File: config.mk
export PLATFORM = sky130hd
export DESIGN_NAME = pixel_tint_blend
export DESIGN_NICKNAME = d
export VERILOG_FILES = /design/src/hw/rtl/ptb_pkg.sv /design/src/hw/rtl/pixel_tint_blend.sv
export SDC_FILE = /design/constraint.sdc
export NUM_CORES = 1
export LEC_CHECK = 0
export BUFFER_PORTS_ARGS = -buffer_cell sky130_fd_sc_hd__buf_4
export CORE_UTILIZATION = 45
export CTS_CLUSTER_SIZE = 30
export DETAILED_ROUTE_END_ITERATION = 16
export GPL_ROUTABILITY_DRIVEN = 0
export GPL_TIMING_DRIVEN = 0
export PLACE_DENSITY = 0.61
export RECOVER_POWER = 100
export SETUP_SLACK_MARGIN = 0.15
export SYNTH_ARGS = -nofsm -noshare
export SYNTH_HDL_FRONTEND = slang
export SYNTH_SLANG_ARGS = --single-unit
export TNS_END_PERCENT = 20
File: constraint.sdc
create_clock -name i_clk -period 14.65 [get_ports i_clk]
set_input_delay 2.93 -clock i_clk [delete_from_list [all_inputs] [get_ports i_clk]]
set_output_delay 2.93 -clock i_clk [all_outputs]
set_load 0.005 [all_outputs]
File: src/hw/rtl/ptb_pkg.sv
// ----------------------------------------------------------------------------
// ptb_pkg
// Types, constants and per-channel arithmetic for the pixel tint blend.
// ----------------------------------------------------------------------------
package ptb_pkg;

    localparam int unsigned PixW   = 32;
    localparam int unsigned ChanW  = 8;
    localparam int unsigned CfgIdxW = 3;

    typedef logic [PixW-1:0]    t_pixel;
    typedef logic [ChanW-1:0]   t_chan;
    typedef logic [CfgIdxW-1:0] t_cfg_idx;

    typedef enum logic [1:0] {
        FMT_RGB565     = 2'd0,
        FMT_ARGB32     = 2'd1,
        FMT_ARGB_TO565 = 2'd2
    } t_fmt_mode;

    localparam t_cfg_idx REG_TINT_RED   = 3'd0;
    localparam t_cfg_idx REG_TINT_GREEN = 3'd1;
    localparam t_cfg_idx REG_TINT_BLUE  = 3'd2;
    localparam t_cfg_idx REG_TINT_LEVEL = 3'd3;
    localparam t_cfg_idx REG_FMT_MODE   = 3'd4;

    localparam t_chan TINT_RESET  = 8'd238;
    localparam t_chan LEVEL_RESET = 8'd64;
    localparam t_chan CHAN_MAX    = 8'hff;

    localparam logic [3:0] SH_RED565   = 4'd11;
    localparam logic [3:0] SH_GREEN565 = 4'd5;
    localparam logic [3:0] SH_NONE     = 4'd0;

    // floor(x / 255) for x < 255 * 2^16: shift-add estimate, then one correction
    function automatic logic [15:0] div255(input logic [23:0] x);
        logic [24:0] acc;
        logic [16:0] q;
        logic [24:0] rem;
        acc = {1'b0, x} + {9'b0, x[23:8]} + {17'b0, x[23:16]};
        q   = acc[24:8];
        rem = {1'b0, x} - ({q, 8'b0} - {8'b0, q});
        if (rem >= 25'd255) begin
            q = q + 17'd1;
        end
        return q[15:0];
    endfunction

    // (s*keep + t*level) << sh, divided by 255
    function automatic logic [15:0] blend_ch(input t_chan s, input t_chan t,
                                             input t_chan keep, input t_chan level,
                                             input logic [3:0] sh);
        logic [15:0] sum;
        logic [23:0] x;
        sum = {8'b0, s} * {8'b0, keep} + {8'b0, t} * {8'b0, level};
        x   = 24'({8'b0, sum} << sh);
        return div255(x);
    endfunction

endpackage

File: src/hw/rtl/pixel_tint_blend.sv
// ----------------------------------------------------------------------------
// pixel_tint_blend
// Blends each pixel of a stream toward a constant tint color.
// ----------------------------------------------------------------------------
// One pixel in, one pixel out, one pixel per cycle sustained while i_m_tready
// stays high. An accepted pixel is held in an input register, and per-channel
// 8x8 multiply-adds and a shift-add divide by 255 sit between it and the
// output register that drives o_m_tvalid. Both registers stall on
// backpressure; while a result waits the input register still takes one
// more pixel, then o_s_tready drops. Configuration is always accepted;
// write it only while the stream is idle.
module pixel_tint_blend (
    input  logic                  i_clk,
    input  logic                  i_rst_n,
    // configuration write channel
    input  logic                  i_cfg_valid,
    output logic                  o_cfg_ready,
    input  ptb_pkg::t_cfg_idx     i_cfg_index,
    input  ptb_pkg::t_chan        i_cfg_data,
    // source pixels
    input  logic                  i_s_tvalid,
    output logic                  o_s_tready,
    input  ptb_pkg::t_pixel       i_s_tdata,   // [31:0] source_pixel
    // tinted pixels
    output logic                  o_m_tvalid,
    input  logic                  i_m_tready,
    output ptb_pkg::t_pixel       o_m_tdata    // [31:0] tinted_pixel
);
    import ptb_pkg::*;

    t_chan     r_tint_red, r_tint_green, r_tint_blue, r_level;
    t_fmt_mode r_mode;

    logic   r_in_valid, r_out_valid;
    t_pixel r_in_pixel, r_out_pixel;
    t_pixel n_out_pixel;

    logic out_ready, in_ready;

    t_chan       keep;
    t_chan       s_r, s_g, s_b, t_r, t_g, t_b;
    logic [3:0]  sh_r, sh_g;
    logic [15:0] q_r, q_g, q_b;
    logic        is565;

    assign o_cfg_ready = 1'b1;

    // config registers
    always_ff @(posedge i_clk) begin
        if (!i_rst_n) begin
            r_tint_red   <= TINT_RESET;
            r_tint_green <= TINT_RESET;
            r_tint_blue  <= TINT_RESET;
            r_level      <= LEVEL_RESET;
            r_mode       <= FMT_RGB565;
        end else if (i_cfg_valid) begin
            unique case (i_cfg_index)
                REG_TINT_RED:   r_tint_red   <= i_cfg_data;
                REG_TINT_GREEN: r_tint_green <= i_cfg_data;
                REG_TINT_BLUE:  r_tint_blue  <= i_cfg_data;
                REG_TINT_LEVEL: r_level      <= i_cfg_data;
                REG_FMT_MODE:   r_mode       <= t_fmt_mode'(i_cfg_data[1:0]);
                default: ;
            endcase
        end
    end

    assign out_ready  = !r_out_valid || i_m_tready;
    assign in_ready   = !r_in_valid || out_ready;
    assign o_s_tready = in_ready;

    always_ff @(posedge i_clk) begin
        if (!i_rst_n) begin
            r_in_valid  <= 1'b0;
            r_out_valid <= 1'b0;
        end else begin
            if (in_ready) begin
                r_in_valid <= i_s_tvalid;
            end
            if (out_ready) begin
                r_out_valid <= r_in_valid;
            end
        end
    end

    always_ff @(posedge i_clk) begin
        if (in_ready && i_s_tvalid) begin
            r_in_pixel <= i_s_tdata;
        end
        if (out_ready && r_in_valid) begin
            r_out_pixel <= n_out_pixel;
        end
    end

    // channel operand select: 565 fields right-aligned and shifted back by sh, or 8-bit channels
    always_comb begin
        keep  = CHAN_MAX - r_level;
        is565 = (r_mode == FMT_RGB565);
        if (is565) begin
            s_r  = {3'b0, r_in_pixel[15:11]};
            s_g  = {2'b0, r_in_pixel[10:5]};
            s_b  = {3'b0, r_in_pixel[4:0]};
            t_r  = {3'b0, r_tint_red[7:3]};
            t_g  = {2'b0, r_tint_green[7:2]};
            t_b  = {3'b0, r_tint_blue[7:3]};
            sh_r = SH_RED565;
            sh_g = SH_GREEN565;
        end else begin
            s_r  = r_in_pixel[23:16];
            s_g  = r_in_pixel[15:8];
            s_b  = r_in_pixel[7:0];
            t_r  = r_tint_red;
            t_g  = r_tint_green;
            t_b  = r_tint_blue;
            sh_r = SH_NONE;
            sh_g = SH_NONE;
        end
        q_r = blend_ch(s_r, t_r, keep, r_level, sh_r);
        q_g = blend_ch(s_g, t_g, keep, r_level, sh_g);
        q_b = blend_ch(s_b, t_b, keep, r_level, SH_NONE);

        case (r_mode)
            FMT_RGB565:     n_out_pixel = {16'b0, q_r[15:11], q_g[10:5], q_b[4:0]};
            FMT_ARGB32:     n_out_pixel = {CHAN_MAX, q_r[7:0], q_g[7:0], q_b[7:0]};
            FMT_ARGB_TO565: n_out_pixel = {16'b0, q_r[7:3], q_g[7:2], q_b[7:3]};
            default:        n_out_pixel = '0;
        endcase
    end

    assign o_m_tvalid = r_out_valid;
    assign o_m_tdata  = r_out_pixel;

endmodule

# == Yosys cells after proc, flatten, opt, wreduce, memory -nomap -nowiden ==
# Index checks and enable logic that the tools add are counted.
# op_classes
add_sub_neg,18
multipliers,6
n_lt_le_gt_ge,3
eq_ne,6
shifts,2
mux,12
n_reduce_logical,13
# op_table
operator,n
multiplier 8 x 8 -> 16 bit,6
case mux 32 bit (3 select lines),1
"greater-or-equal comparator 25 x 8 -> 1 bit, second input constant",3
two-way mux 8 bit,7
adder 24 x 16 -> 25 bit,2
adder 25 x 8 -> 25 bit,2
subtractor 24 x 25 -> 25 bit,2
subtractor 25 x 17 -> 25 bit,2
adder 16 bit,3
<< shifter 16 x 4 -> 24 bit,2
subtractor 17 x 18 -> 19 bit,1
subtractor 17 x 9 -> 18 bit,1
adder 16 x 8 -> 17 bit,1
"adder 16 x 1 -> 16 bit, second input constant",1
two-way mux 16 bit,1
"adder 11 x 1 -> 11 bit, second input constant",1
two-way mux 11 bit,1
AND reduction 2 bit,5
"adder 8 x 1 -> 8 bit, second input constant",1
"subtractor 8 bit, first input constant",1
"== test 3 x 2 -> 1 bit, second input constant",2
two-way mux 4 bit,1
"== test 3 x 1 -> 1 bit, second input constant",1
"== test 3 bit, second input constant",1
8 further kinds,11
# totals
regBits,92
in_bits,48
output_inout_bits,35
elab_cells,69

# == Depth between registers and ports, before layout ==
# depth
ltp_word,12
depth_mapped,62
mapped_depth_nobuf,58

# == Worst setup path before layout ==
# No wires, ideal clock.
# synth_timing
kind,reg-to-reg
start,reg r_mode[1]
end,"reg r_out_pixel[14] (netlist: o_m_tdata[14]), data pin"
setup_time_ns,0.261
t_arrival_ns,12.925
required_ns,14.389
slack_ns,1.464
path_stages_with_launch,58
path_buffers,3
synth_period_minus_slack_ns,13.186
path_cell_list,dfxtp_1 nor2_1 buf_2 buf_1 mux2i_1 or2_2 fa_1 inv_1 ha_1 inv_1 fa_1 inv_1 fa_1 inv_1 fa_1 fa_1 inv_1 ha_1 [... 22 more ...] and2_1 ha_1 inv_1 fa_1 inv_1 ha_1 buf_2 a211oi_2 or3b_1 o21a_1 or3_1 a211oi_1 nand4_1 a2111oi_4 or3_4 nor3_2 xnor2_1 a221o_1
# synth_via
elab_chain_len,12
# synth_lines
element,line,rtl
"start, declared",pixel_tint_blend.sv:32,t_fmt_mode r_mode;
"start signal, assigned",pixel_tint_blend.sv:62,REG_FMT_MODE: r_mode <= t_fmt_mode'(i_cfg_data[1:0]);
zero test 2 bit,"pixel_tint_blend.sv:98, pixel_tint_blend.sv:122",
two-way mux 8 bit,pixel_tint_blend.sv:99,if (is565) begin
multiplier 8 x 8 -> 16 bit,ptb_pkg.sv:55,"sum = {8'b0, s} * {8'b0, keep} + {8'b0, t} * {8'b0, level};"
adder 16 bit,ptb_pkg.sv:55,
<< shifter 16 x 4 -> 24 bit,ptb_pkg.sv:56,"x = 24'({8'b0, sum} << sh);"
adder 24 x 16 -> 25 bit,ptb_pkg.sv:40,"acc = {1'b0, x} + {9'b0, x[23:8]} + {17'b0, x[23:16]};"
adder 25 x 8 -> 25 bit,ptb_pkg.sv:40,
subtractor 25 x 17 -> 25 bit,ptb_pkg.sv:42,"rem = {1'b0, x} - ({q, 8'b0} - {8'b0, q});"
subtractor 24 x 25 -> 25 bit,ptb_pkg.sv:42,
greater-or-equal comparator 25 x 8 -> 1 bit,ptb_pkg.sv:43,if (rem >= 25'd255) begin
two-way mux 16 bit or two-way mux 11 bit (tied branches),ptb_pkg.sv:43,
case mux 32 bit (3 select lines) *,pixel_tint_blend.sv:122,case (r_mode)
named net n_out_pixel[14],pixel_tint_blend.sv:36,t_pixel n_out_pixel;
"end signal, assigned",pixel_tint_blend.sv:91,r_out_pixel <= n_out_pixel;
"end, declared",pixel_tint_blend.sv:35,"t_pixel r_in_pixel, r_out_pixel;"
# Mark *: on every way through the listed nets, which the timed path passes. The rest lies on a longest branch.
# A chain may end at the register's enable or synchronous reset.

# == Final worst setup path ==
# layout_timing
start,reg r_mode[1]
end,"reg r_out_pixel[7] (netlist: o_m_tdata[7]), data pin"
# layout_via
elab_chain_len,12
# layout_lines
element,line
zero test 2 bit,"pixel_tint_blend.sv:98, pixel_tint_blend.sv:122"
two-way mux 8 bit,pixel_tint_blend.sv:99
multiplier 8 x 8 -> 16 bit,ptb_pkg.sv:55
adder 16 bit,ptb_pkg.sv:55
<< shifter 16 x 4 -> 24 bit,ptb_pkg.sv:56
adder 24 x 16 -> 25 bit,ptb_pkg.sv:40
adder 25 x 8 -> 25 bit,ptb_pkg.sv:40
subtractor 25 x 17 -> 25 bit,ptb_pkg.sv:42
subtractor 24 x 25 -> 25 bit,ptb_pkg.sv:42
greater-or-equal comparator 25 x 8 -> 1 bit,ptb_pkg.sv:43
two-way mux 11 bit,ptb_pkg.sv:43
case mux 32 bit (3 select lines) *,pixel_tint_blend.sv:122
named net n_out_pixel[7],pixel_tint_blend.sv:36
# Marked as above.

==> impl_metrics.toml <==
[worst_setup_path]
r2r_end = "o_m_tdata[7]"
start_kind = "flip-flop"
cp_max_fo = 10
r2r_setup_slack_ps = 570
critical_path.top_delay_family = "adder cells"
r2r-start = "r_mode[1]"
path_buf_inv = 10
worstPathRequired_ps = 14860
arrival_ps = 14290
end_kind = "flip-flop"
ff2ff_path_depth = 54
cpMostUsedCell = "fa_1"
crit_type = "reg -> reg"
cpMaxStageDelayCell = "mux2i_1"
max_stage_delay_ps = 800

[synth]
ys.flop_type = "edfxtp_1"
yosysMostFrequentCell = "inv_1"
synth-async-reset-ratio_pct = 0
synth.area.top_cells = "fa_1 (26%), ha_1 (17%), inv_1 (8.3%)"
synthCells = 2915
synth_common_cells = "inv_1 (543), ha_1 (333), fa_1 (315)"
synth_edf_count = 49
synth_warnings = 0
postSynthAreaPerCell_um2 = 8.426
syn_area_mm2 = 0.02456
yosysSeqAreaShare_pct = 8.925
yosysUniqueCellTypes = 101
synth.top_cell.area_share_pct = 25.67
synth_area_leader_cell = "fa_1"
synth-seq-cells = 85

[detailed_routing]
vias = 20510
routedWlPerCell_um = 18.94
dr.pass1.iters = 6
drc = 0
drt-initial-drc-count = 1330
viasPerCell = 5.531
wirelength_mm = 70.24
ant_nets = 0

[floorplan]
fp-row-count = 85
die_y_um = 235.6
coreArea_mm2 = 0.05392
dieArea_mm2 = 0.05552
start_util_pct = 45.55
ioPinCount = 83
die_w_um = 235.6

[sta]
tns_ps = 0
fin_crit_sh_pct = 96.14
layout_setup_ws_ps = 565.9
clock_skew_ps = 22.81
post-route-min-period_ps = 14080
setup_viol = 0
max_freq_mhz = 71.00
hold_viol = 0
relSlewSlack_pct = -88.11
slew_violations = 51
worst_pin_slew_ps = 2816
rsz0062_at_grt = "yes"

[global_route]
antenna_found_initial = 2
overflow = 0
grt_pass1_vias = 20910
grt_pass1_wl_mm = 112.4
grt_max_degree = 26
grt_use_total_pct = 25.73

[cts]
cts_buffers = 9
clk_pin_slew_ps = 80
clock_latency_ps = 400
cts_max_level = 3
cts_tree = "yes"
clk_path_buf_depth = 2
clkSinkCount = 85
hold_buffers = 0
cts-root-buf = "clkbuf_16"

[status]
status = "finished with violations"
violations = "max-capacitance violations, max-slew violations"

[placement]
placed_area_mm2 = 0.02599
dp_slack_ps = -1701
io_buffers = 72
dp_hpwl_mm = 58.58

[hold_path]
hold_path.class = "reg -> reg"
min_from = "r_tint_red[2]"
whs_endpoint = "r_tint_red[2]"
hold_depth = 2

[layout]
antenna_cells = 0
nNetsFinal = 3703
layout-drive-gt1-share_pct = 9.728
fin_area_mm2 = 0.02676
syn2layout_area_growth_pct = 8.955
n_fill_cell = 5182

[run]
max_cap_viol_count = 2
==> final cells by class <==
type	count	area [um^2]	share of cell area, %
multi-input cells	2188	20270	75.74
inverters	544	2042	7.630
well taps	696	870.8	3.254
flip-flops and latches	85	2193	8.196
clock buffers	9	225.2	0.8416
plain buffers	99	480.5	1.795
clock inverters	7	83.83	0.3132
repair buffers	80	596.8	2.230
==> layout by cell type (no fill, tap or decap), types with 10 or more instances in the layout <==
| master | count |
|---|---|
| a211oi_1 | 13 |
| a21boi_0 | 18 |
| a21o_1 | 50 |
| a21oi_1 | 86 |
| a31oi_1 | 13 |
| and2_1 | 65 |
| and3_1 | 60 |
| and4_1 | 10 |
| buf_4 | 31 |
| clkbuf_1 | 67 |
| clkbuf_4 | 61 |
| dfxtp_1 | 35 |
| edfxtp_1 | 49 |
| fa_1 | 315 |
| ha_1 | 333 |
| inv_1 | 543 |
| mux2i_1 | 13 |
| mux2i_4 | 15 |
| nand2_1 | 231 |
| nand2b_1 | 57 |
| nand3_1 | 73 |
| nand4_1 | 22 |
| nor2_1 | 160 |
| nor2b_1 | 84 |
| nor3_1 | 38 |
| nor4_1 | 12 |
| o211ai_1 | 10 |
| o21a_1 | 22 |
| o21ai_0 | 57 |
| or2_2 | 77 |
| or3_1 | 13 |
| xnor2_1 | 110 |
| xor2_1 | 33 |
==> metrics by stage <==
stage / utilization, % / instances / hold slack (ps)
2_1_floorplan: - / 2917 / 439.8
3_3_place_gp: 48.18 / 3685 / 453.4
6_report: 49.63 / 3708 / 476.6
5_1_grt: 49.63 / 3708 / 487.5
4_1_cts: 49.11 / 3703 / 477.8
3_5_place_dp: 48.20 / 3685 / 461.2
==> layer usage <==
metal | GRT usage, % | share of wire (%) | up-vias
met5 | 0 | 0.017 | -
met4 | 9.309 | 3.5 | 2
met3 | 3.201 | 5.5 | 147
met2 | 42.49 | 46 | 692
met1 | 34.54 | 45 | 10000
li1 | - | - | 9668
==> worst min-delay path, delay by kind of cell (launching register included) <==
kind             cells  cell delay (ps)
flip-flops           1              320
AND/OR/NAND/NOR      2              110
==> worst max path at each step <==
stage,startpoint,end,cells after the start
after CTS,r_mode[0],o_m_tdata[13],57
after global routing,r_mode[0],o_m_tdata[13],56
final,r_mode[1],o_m_tdata[7],54
after global placement,r_mode[0],o_m_tdata[13],57
after detailed placement,r_mode[0],o_m_tdata[13],57
after floorplan,r_mode[1],o_m_tdata[14],57
==> sequential cells by signal, indices dropped and copies added, names as in the netlist <==
signal / flops
o_m_tdata: 25
o_m_tvalid: 1
r_in_pixel: 24
r_in_valid: 1
r_level: 8
r_mode: 2
r_tint_blue: 8
r_tint_green: 8
r_tint_red: 8
==> what timing repair did <==
action                     CTS  global route
gates resized for setup     54            73
setup endpoints to repair   23            20
setup buffers                3             5
pin swaps                    2             3
==> cell families after synthesis <==
logic type	after synthesis	synth area share, %
muxes	33	1.411
xor gates and xnor gates	149	5.344
other	2	0.03058
DFF	85	8.925
AOI/OAI and AO/OA	399	11.39
and+or+nand+nor	955	20.21
adders and majority gates	648	42.64
buffers and inverters	644	10.05
Power is not shown: default switching activity piles up to over one toggle a cycle in this logic, so the estimate is an artifact.
